==> src/hw/rtl/tass_pkg.sv <==
// shared widths, register indexes and reset values for the segment step timing block
package tass_pkg;

  // fixed field widths
  localparam int unsigned COORD_W    = 32;
  localparam int unsigned STEPS_W    = 32;
  localparam int unsigned SCALE_W    = 10;
  localparam int unsigned MINP_W     = 16;

  // configuration port
  localparam int unsigned CFG_IDX_W  = 2;
  localparam int unsigned CFG_DATA_W = 16;

  localparam logic [CFG_IDX_W-1:0] CFG_MIN_PERIOD = 2'd0;
  localparam logic [CFG_IDX_W-1:0] CFG_SCALE      = 2'd1;

  // register reset values
  localparam logic [MINP_W-1:0]  MINP_RESET  = 16'd500;
  localparam logic [SCALE_W-1:0] SCALE_RESET = 10'd100;

endpackage

==> src/hw/rtl/two_axis_segment_step_timing_top.sv <==
// two-axis segment step counts and step periods, iterative shift-add and restoring divide
//
// Usage
//   Input channel (in_valid_i / in_ready_o) takes one path point per transfer, signed
//   fixed point with FRAC_BITS fraction bits. The first point after reset is only stored.
//   Every later point closes a segment and gives one result on the output channel
//   (out_valid_o / out_ready_i): signed step counts and step periods for both axes.
//   Configuration writes (cfg_valid_i / cfg_ready_o) are always taken: index 0 sets the
//   minimum period, index 1 the scale. Write them only while the block is idle.
// Sequence
//   A segment runs through the accept step, the scale multiply for x and then y, a
//   round/select step, the shift-add loop for major * min_period (one step per bit of
//   min_period), the dividend and overflow check steps, PERIOD_BITS restoring divide
//   steps and the load of the output register; only then is the next point taken.
//   The shift-add, dividend, overflow and divide steps share one wide adder. A segment
//   with no minor axis movement goes from the round/select step straight to the load,
//   one with a saturating quotient from the overflow check. A point that only gets
//   stored leaves the sequencer idle.
// Reset and stall
//   Reset restores min_period 500, scale 100 and forgets the previous point.
//   in_ready_o is high only when the sequencer is idle. A finished result sits in the
//   output register; a stalled receiver holds the next result back in the last step.
module two_axis_segment_step_timing_top
  import tass_pkg::*;
#(
  parameter int unsigned FRAC_BITS   = 16,
  parameter int unsigned PERIOD_BITS = 24
) (
  input  logic                          clk_i,
  input  logic                          rst_ni,
  // input points
  input  logic                          in_valid_i,
  output logic                          in_ready_o,
  input  logic signed [COORD_W-1:0]     point_x_i,
  input  logic signed [COORD_W-1:0]     point_y_i,
  // segment results
  output logic                          out_valid_o,
  input  logic                          out_ready_i,
  output logic signed [STEPS_W-1:0]     steps_x_o,
  output logic signed [STEPS_W-1:0]     steps_y_o,
  output logic        [PERIOD_BITS-1:0] period_x_o,
  output logic        [PERIOD_BITS-1:0] period_y_o,
  // configuration writes
  input  logic                          cfg_valid_i,
  output logic                          cfg_ready_o,
  input  logic        [CFG_IDX_W-1:0]   cfg_index_i,
  input  logic        [CFG_DATA_W-1:0]  cfg_data_i
);

  // datapath widths
  localparam int unsigned DW     = COORD_W + 1;       // difference magnitude
  localparam int unsigned MW     = DW + SCALE_W;      // scaled magnitude
  localparam int unsigned NUMW   = MW + MINP_W + 1;   // dividend 2*num + minor
  localparam int unsigned AW     = NUMW + 1;          // shared adder, top bit is sign
  localparam int unsigned CNT_W  = $clog2(PERIOD_BITS);
  localparam int unsigned MPI_W  = $clog2(MINP_W);

  localparam logic [MW:0] HALF    = ((MW+1)'(1) << FRAC_BITS) >> 1;
  localparam logic [MW:0] SAT_NEG = (MW+1)'(1) << (STEPS_W - 1);
  localparam logic [MW:0] SAT_POS = SAT_NEG - (MW+1)'(1);

  typedef enum logic [3:0] {
    S_IDLE,
    S_MULX,
    S_MULY,
    S_ROUND,
    S_PMUL,
    S_PREP,
    S_OVF,
    S_DIV,
    S_DONE
  } state_e;

  // round half away from zero and saturate to the signed step range
  function automatic logic [STEPS_W-1:0] round_steps(input logic [MW-1:0] mag,
                                                     input logic          neg);
    logic [MW:0] q;
    q = ({1'b0, mag} + HALF) >> FRAC_BITS;
    if (neg) begin
      if (q > SAT_NEG) q = SAT_NEG;
      return STEPS_W'((~q) + (MW+1)'(1));
    end else begin
      if (q > SAT_POS) q = SAT_POS;
      return q[STEPS_W-1:0];
    end
  endfunction

  state_e               state_q, state_d;
  logic [MINP_W-1:0]    minp_q, minp_d;
  logic [SCALE_W-1:0]   scale_q, scale_d;
  logic [COORD_W-1:0]   last_x_q, last_x_d, last_y_q, last_y_d;
  logic                 have_last_q, have_last_d;
  logic [DW-1:0]        magx_q, magx_d, magy_q, magy_d;
  logic                 negx_q, negx_d, negy_q, negy_d;
  logic [MW-1:0]        mx_q, mx_d, my_q, my_d;
  logic [MW-1:0]        major_q, major_d, minor_q, minor_d;
  logic                 minor_is_x_q, minor_is_x_d;
  logic [STEPS_W-1:0]   stx_q, stx_d, sty_q, sty_d;
  logic [NUMW-1:0]      acc_q, acc_d;
  logic [MW:0]          rem_q, rem_d;
  logic [PERIOD_BITS-1:0] nlo_q, nlo_d;
  logic [CNT_W-1:0]     cnt_q, cnt_d;
  logic                 out_valid_q, out_valid_d;
  logic [STEPS_W-1:0]   steps_x_q, steps_x_d, steps_y_q, steps_y_d;
  logic [PERIOD_BITS-1:0] period_x_q, period_x_d, period_y_q, period_y_d;

  logic [DW-1:0]        dx, dy;
  logic [DW-1:0]        mul_mag;
  logic [MW-1:0]        prod;
  logic [MW:0]          den;
  logic [NUMW-1:0]      acc_shr;
  logic [PERIOD_BITS-1:0] minp_ext;
  logic [AW-1:0]        alu_a, alu_b, alu_sum;
  logic                 alu_sub;
  logic                 alu_ge;

  // axis differences at the point transfer
  assign dx = {point_x_i[COORD_W-1], point_x_i} - {last_x_q[COORD_W-1], last_x_q};
  assign dy = {point_y_i[COORD_W-1], point_y_i} - {last_y_q[COORD_W-1], last_y_q};

  // scale multiplier, one axis a cycle
  assign mul_mag = (state_q == S_MULX) ? magx_q : magy_q;
  assign prod    = {{SCALE_W{1'b0}}, mul_mag} * {{DW{1'b0}}, scale_q};

  assign den      = {minor_q, 1'b0};
  assign acc_shr  = acc_q >> PERIOD_BITS;
  assign minp_ext = PERIOD_BITS'(minp_q);

  // shared add/subtract unit operand selection
  always_comb begin
    alu_a   = '0;
    alu_b   = '0;
    alu_sub = 1'b0;
    case (state_q)
      S_PMUL: begin
        alu_a = AW'({acc_q, 1'b0});
        alu_b = minp_q[cnt_q[MPI_W-1:0]] ? AW'(major_q) : '0;
      end
      S_PREP: begin
        alu_a = AW'({acc_q, 1'b0});
        alu_b = AW'(minor_q);
      end
      S_OVF: begin
        alu_a   = AW'(acc_shr);
        alu_b   = AW'(den);
        alu_sub = 1'b1;
      end
      S_DIV: begin
        alu_a   = AW'({rem_q, nlo_q[PERIOD_BITS-1]});
        alu_b   = AW'(den);
        alu_sub = 1'b1;
      end
      default: begin
        alu_sub = 1'b0;
      end
    endcase
  end

  assign alu_sum = alu_a + (alu_sub ? ~alu_b : alu_b) + AW'(alu_sub);
  assign alu_ge  = ~alu_sum[AW-1];

  // sequencer and register next values
  always_comb begin
    state_d      = state_q;
    minp_d       = minp_q;
    scale_d      = scale_q;
    last_x_d     = last_x_q;
    last_y_d     = last_y_q;
    have_last_d  = have_last_q;
    magx_d       = magx_q;
    magy_d       = magy_q;
    negx_d       = negx_q;
    negy_d       = negy_q;
    mx_d         = mx_q;
    my_d         = my_q;
    major_d      = major_q;
    minor_d      = minor_q;
    minor_is_x_d = minor_is_x_q;
    stx_d        = stx_q;
    sty_d        = sty_q;
    acc_d        = acc_q;
    rem_d        = rem_q;
    nlo_d        = nlo_q;
    cnt_d        = cnt_q;
    out_valid_d  = out_valid_q & ~out_ready_i;
    steps_x_d    = steps_x_q;
    steps_y_d    = steps_y_q;
    period_x_d   = period_x_q;
    period_y_d   = period_y_q;

    // configuration writes
    if (cfg_valid_i) begin
      case (cfg_index_i)
        CFG_MIN_PERIOD: minp_d  = cfg_data_i[MINP_W-1:0];
        CFG_SCALE:      scale_d = cfg_data_i[SCALE_W-1:0];
        default:        minp_d  = minp_q;
      endcase
    end

    case (state_q)
      // point transfer: store it, start a segment if there was a previous point
      S_IDLE: begin
        if (in_valid_i) begin
          last_x_d    = point_x_i;
          last_y_d    = point_y_i;
          have_last_d = 1'b1;
          negx_d      = dx[DW-1];
          negy_d      = dy[DW-1];
          magx_d      = dx[DW-1] ? (~dx + DW'(1)) : dx;
          magy_d      = dy[DW-1] ? (~dy + DW'(1)) : dy;
          if (have_last_q) state_d = S_MULX;
        end
      end
      S_MULX: begin
        mx_d    = prod;
        state_d = S_MULY;
      end
      S_MULY: begin
        my_d    = prod;
        state_d = S_ROUND;
      end
      // step counts and choice of dominant axis
      S_ROUND: begin
        stx_d = round_steps(mx_q, negx_q);
        sty_d = round_steps(my_q, negy_q);
        if (my_q > mx_q) begin
          major_d      = my_q;
          minor_d      = mx_q;
          minor_is_x_d = 1'b1;
        end else begin
          major_d      = mx_q;
          minor_d      = my_q;
          minor_is_x_d = 1'b0;
        end
        if ((my_q > mx_q ? mx_q : my_q) == '0) begin
          nlo_d   = minp_ext;
          state_d = S_DONE;
        end else begin
          acc_d   = '0;
          cnt_d   = CNT_W'(MINP_W - 1);
          state_d = S_PMUL;
        end
      end
      // major * min_period, one bit of min_period a cycle from the top
      S_PMUL: begin
        acc_d = alu_sum[NUMW-1:0];
        if (cnt_q == '0) begin
          state_d = S_PREP;
        end else begin
          cnt_d = cnt_q - CNT_W'(1);
        end
      end
      // dividend for half-up rounding
      S_PREP: begin
        acc_d   = alu_sum[NUMW-1:0];
        state_d = S_OVF;
      end
      // quotient beyond the period range saturates
      S_OVF: begin
        if (alu_ge) begin
          nlo_d   = '1;
          state_d = S_DONE;
        end else begin
          rem_d   = acc_shr[MW:0];
          nlo_d   = acc_q[PERIOD_BITS-1:0];
          cnt_d   = CNT_W'(PERIOD_BITS - 1);
          state_d = S_DIV;
        end
      end
      // restoring divide, quotient bits shift in behind the dividend bits
      S_DIV: begin
        if (alu_ge) begin
          rem_d = alu_sum[MW:0];
        end else begin
          rem_d = {rem_q[MW-1:0], nlo_q[PERIOD_BITS-1]};
        end
        nlo_d = {nlo_q[PERIOD_BITS-2:0], alu_ge};
        if (cnt_q == '0) begin
          state_d = S_DONE;
        end else begin
          cnt_d = cnt_q - CNT_W'(1);
        end
      end
      // load the output register once it is free
      S_DONE: begin
        if (!out_valid_q || out_ready_i) begin
          out_valid_d = 1'b1;
          steps_x_d   = stx_q;
          steps_y_d   = sty_q;
          period_x_d  = minor_is_x_q ? nlo_q : minp_ext;
          period_y_d  = minor_is_x_q ? minp_ext : nlo_q;
          state_d     = S_IDLE;
        end
      end
      default: begin
        state_d = S_IDLE;
      end
    endcase
  end

  // state and registered outputs
  always_ff @(posedge clk_i or negedge rst_ni) begin
    if (!rst_ni) begin
      state_q      <= S_IDLE;
      minp_q       <= MINP_RESET;
      scale_q      <= SCALE_RESET;
      last_x_q     <= '0;
      last_y_q     <= '0;
      have_last_q  <= 1'b0;
      magx_q       <= '0;
      magy_q       <= '0;
      negx_q       <= 1'b0;
      negy_q       <= 1'b0;
      mx_q         <= '0;
      my_q         <= '0;
      major_q      <= '0;
      minor_q      <= '0;
      minor_is_x_q <= 1'b0;
      stx_q        <= '0;
      sty_q        <= '0;
      acc_q        <= '0;
      rem_q        <= '0;
      nlo_q        <= '0;
      cnt_q        <= '0;
      out_valid_q  <= 1'b0;
      steps_x_q    <= '0;
      steps_y_q    <= '0;
      period_x_q   <= '0;
      period_y_q   <= '0;
    end else begin
      state_q      <= state_d;
      minp_q       <= minp_d;
      scale_q      <= scale_d;
      last_x_q     <= last_x_d;
      last_y_q     <= last_y_d;
      have_last_q  <= have_last_d;
      magx_q       <= magx_d;
      magy_q       <= magy_d;
      negx_q       <= negx_d;
      negy_q       <= negy_d;
      mx_q         <= mx_d;
      my_q         <= my_d;
      major_q      <= major_d;
      minor_q      <= minor_d;
      minor_is_x_q <= minor_is_x_d;
      stx_q        <= stx_d;
      sty_q        <= sty_d;
      acc_q        <= acc_d;
      rem_q        <= rem_d;
      nlo_q        <= nlo_d;
      cnt_q        <= cnt_d;
      out_valid_q  <= out_valid_d;
      steps_x_q    <= steps_x_d;
      steps_y_q    <= steps_y_d;
      period_x_q   <= period_x_d;
      period_y_q   <= period_y_d;
    end
  end

  assign in_ready_o  = (state_q == S_IDLE);
  assign cfg_ready_o = 1'b1;
  assign out_valid_o = out_valid_q;
  assign steps_x_o   = steps_x_q;
  assign steps_y_o   = steps_y_q;
  assign period_x_o  = period_x_q;
  assign period_y_o  = period_y_q;

endmodule

==> config.mk <==
export PLATFORM = sky130hd
export DESIGN_NAME = two_axis_segment_step_timing_top
export DESIGN_NICKNAME = d
export VERILOG_FILES = /design/src/hw/rtl/tass_pkg.sv /design/src/hw/rtl/two_axis_segment_step_timing_top.sv
export SDC_FILE = /design/constraint.sdc
export NUM_CORES = 2
export LEC_CHECK = 0
export BUFFER_PORTS_ARGS = -buffer_cell sky130_fd_sc_hd__buf_2
export CORE_UTILIZATION = 45
export DETAILED_ROUTE_END_ITERATION = 6
export PLACE_DENSITY = 0.64
export SKIP_LAST_GASP = 1
export SLEW_MARGIN = 10
export SYNTH_ARGS = -nofsm -noshare
export SYNTH_HDL_FRONTEND = slang
export SYNTH_SLANG_ARGS = --single-unit
==> constraint.sdc <==
create_clock -name clk_i -period 8.4 [get_ports clk_i]
set_input_delay 2.1 -clock clk_i [delete_from_list [all_inputs] [get_ports clk_i]]
set_output_delay 2.1 -clock clk_i [all_outputs]
set_load 0.01 [all_outputs]
==> summary.txt <==
Routing
  – Met1 wire length: 65.8 mm
  – Post-DR wirelength/cell: 19.7 um
  – WL final: 147 mm
  – Routed Antenna Nets: 0
  – Top Layer Used: met4
  – 1st-pass router iterations: 6
  – DRC violations left: 0
  – Via density: 5.69
  – Metal3 WL: 9.46 mm
  – Iter 0 DRT Violations: 3,127
  – Met2 wire len: 66.6 mm
  – DR vias: 42,300

Timing
  – Setup violators final: 0
  – Final Critical Period: 7.78 ns
  – RSZ-0062 raised after global routing: false
  – Clk_skew: 0.0358 ns
  – Worst-Margin Slew: 1.23 ns
  – Fin crit share: 92.6%
  – Peak Freq: 129 MHz
  – Final setup TNS: 0 ns
  – Max-slew violations: 0
  – Relative slew slack: 17.8%
  – Fin. Hold Viols: 0

Finish
  – Commonest non-fill, non-tap cell in the layout: nand2_1
  – Final Cell Area: 55,900 um^2
  – Fillers: 10,800
  – Nets: 6,464
  – Sequential Area: 16,200 um^2
  – Commonest cells after routing, fill and taps aside: nand2_1 (936), dfrtp_1 (634), o21ai_0 (585)
  – Fin util: 49.8%
  – Share of cells above drive strength 1: 11.0%
  – Area growth, synth to finish: 9.71%
  – Area of the multi-input gates: 32,100 um^2

Clock tree
  – Total CTS buffers: 78
  – CTS Buffer Depth: 3
  – Clk root buf: clkbuf_16
  – Clock transition at path regs: 0.06 ns
  – Total setup buffers inserted after CTS: 0
  – CTS H-tree depth: 3
  – Clk sinks: 646
  – CTS tree: built
  – Worst-skew pair later-pin latency: 0.67 ns

GRT
  – First-pass GRT wire length: 233 mm
  – Grt total ovfl: 0
  – GRT Overall Usage: 25.4%
  – Initial antenna violation count: 9
  – Vias in the first global route: 41,200
  – Largest net degree at the start of global routing: 294

Setup path
  – Maximum net fanout on the critical path: 47
  – Most frequent CP cell: fa_1
  – Arrival time worst endpoint: 8.29 ns
  – Setup crit end kind: register
  – Slowest cell on crit path: fa_1
  – Worst path max stage delay: 0.54 ns
  – Kind of critical path: register to register
  – Worst EP required: 8.91 ns
  – CP Launch Type: register

Yosys
  – Ys flop type: dfrtp_1
  – Mapped Area: 51,000 um^2
  – Register area share after synthesis: 31.7%
  – Ys Warns: 0
  – Synth Register Bits: 646
  – Synth Area in Simple Gates: 17.2%
  – Number of flops mapped to enable cells by yosys: 0
  – Largest family of logic cells by synthesized area: compound AO/OA/AOI/OAI gates
  – Cell variety after synth: 106
  – Post-synth ARST share: 100%
  – Synth Area in Adders: 16.0%
  – Synth Net Count: 6,462
  – XOR/XNOR Fraction of Synth Area: 5.24%
  – Compound-Gate Fraction of Synth Area: 17.8%
  – Syn_area_per_cell: 8.68 um^2
  – Mux cell area share after synthesis: 6.44%
  – Synthesized instance count: 5,874

Placed design
  – DPL Wire Length: 110 mm
  – GPL Wtd Cong: 0.955
  – Post-DP Area: 53,300 um^2
  – PortBufs: 200

Floorplan
  – Chip Height: 339 um
  – Ports: 202
  – CORE AREA: 112,000 um^2
  – Die Wd: 339 um
  – Core Rows: 123
  – Full die area: 115,000 um^2
  – Effective utilization at floorplan: 45.4%

Min path
  – Hold Path Class: register to register

Outcome
  – Run status: completed

Flow run
  – Max-capacitance violation count: 0
==> critical path: cells and delay by family, from the launching register on <==
| family | cells | cell delay (ns) |
|---|---|---|
| adders and majority gates | 6 | 2.99 |
| AOI/OAI and AO/OA | 6 | 1.67 |
| and+or+nand+nor | 8 | 1.60 |
| buffers and inverters | 5 | 0.63 |
| DFF | 1 | 0.50 |
| muxes | 1 | 0.20 |
==> repair_timing <==
| action | 4_1_cts | 5_1_grt |
|---|---|---|
| setup endpoints to repair | 0 | 2 |
| hold endpoints to repair | 0 | 0 |
| resized for setup | 0 | 1 |
| hold buffers | 0 | 0 |
==> kinds of logic (layout without fill, tap and decap cells) <==
group | after synthesis | in the layout
muxes | 305 | 305
DFF | 646 | 646
xor gates and xnor gates | 305 | 305
buffers and inverters | 749 | 814
other | 1 | 6
AOI/OAI and AO/OA | 1490 | 1490
adders and majority gates | 502 | 502
and+or+nand+nor | 1876 | 1876
==> metrics by stage <==
stage,setup slack [ns],hold WS (ns),std cells
6_report,0.623,0.472,7444
5_1_grt,0.0558,0.498,7443
4_1_cts,0.545,0.478,7439
3_5_place_dp,0.558,0.465,7296
3_3_place_gp,0.742,0.450,7296
2_1_floorplan,1.07,0.435,5874
==> registers in the layout (all words and copies together) (netlist names), 5 cells and up <==
register / cells
minor_q: 43
acc_q: 60
minp_q: 16
period_y_o: 24
stx_q: 32
mx_q: 43
rem_q: 44
magy_q: 33
last_x_q: 32
period_x_o: 24
steps_x_o: 32
sty_q: 32
my_q: 43
magx_q: 33
major_q: 43
nlo_q: 24
cnt_q: 5
last_y_q: 32
steps_y_o: 32
scale_q: 10
==> layer usage <==
| metal | track usage [%] | up-vias |
|---|---|---|
| li1 | - | 20200 |
| met1 | 35.3 | 20600 |
| met2 | 40.2 | 1266 |
| met3 | 3.66 | 210 |
| met4 | 9.14 | 0 |
| met5 | 0 | - |
==> cells in the mapped netlist, types with 119 or more instances <==
library cell,count,area [um^2]
inv_1,399,1500
and2_1,208,1300
clkbuf_1,291,1090
o21ai_0,585,2930
xnor2_1,186,1630
fa_1,249,4980
nor2_1,247,927
a21oi_1,342,1710
mux2_2,164,1850
mux2i_1,139,1390
ha_1,252,3150
nand2_1,941,3530
dfrtp_1,637,15900
xor2_1,119,1040
==> final cells by class <==
cell class | count | share of cell area (%)
inverter | 400 | 2.68
antenna | 5 | 0.0224
tap | 1500 | 3.35
clock inverter | 39 | 0.850
timing repair buffer | 271 | 2.94
sequential | 646 | 28.9
multi-input combinational | 4479 | 57.3
clock buffer | 104 | 3.91
==> path summary, 6_finish.rpt <==
path	slack, ns	cells after the start	from	end
worst max-delay path	0.62	26	state_q[1]$_DFFE_PN0P_	my_q[42]$_DFFE_PN0P_
worst min-delay path	0.47	2	period_x_o[21]$_DFFE_PN0P_	period_x_o[21]$_DFFE_PN0P_
worst max register to register	0.62	26	state_q[1]$_DFFE_PN0P_	my_q[42]$_DFFE_PN0P_
worst min register to register	0.47	2	period_x_o[21]$_DFFE_PN0P_	period_x_o[21]$_DFFE_PN0P_
max in group asynchronous	5.64	2	rst_ni	last_y_q[4]$_DFFE_PN0P_
min in group asynchronous	1.41	1	rst_ni	period_y_o[21]$_DFFE_PN0P_
Power is left out: the tool's default activity adds up to more than one toggle a clock period on the data nets, which glitch-free logic cannot reach.
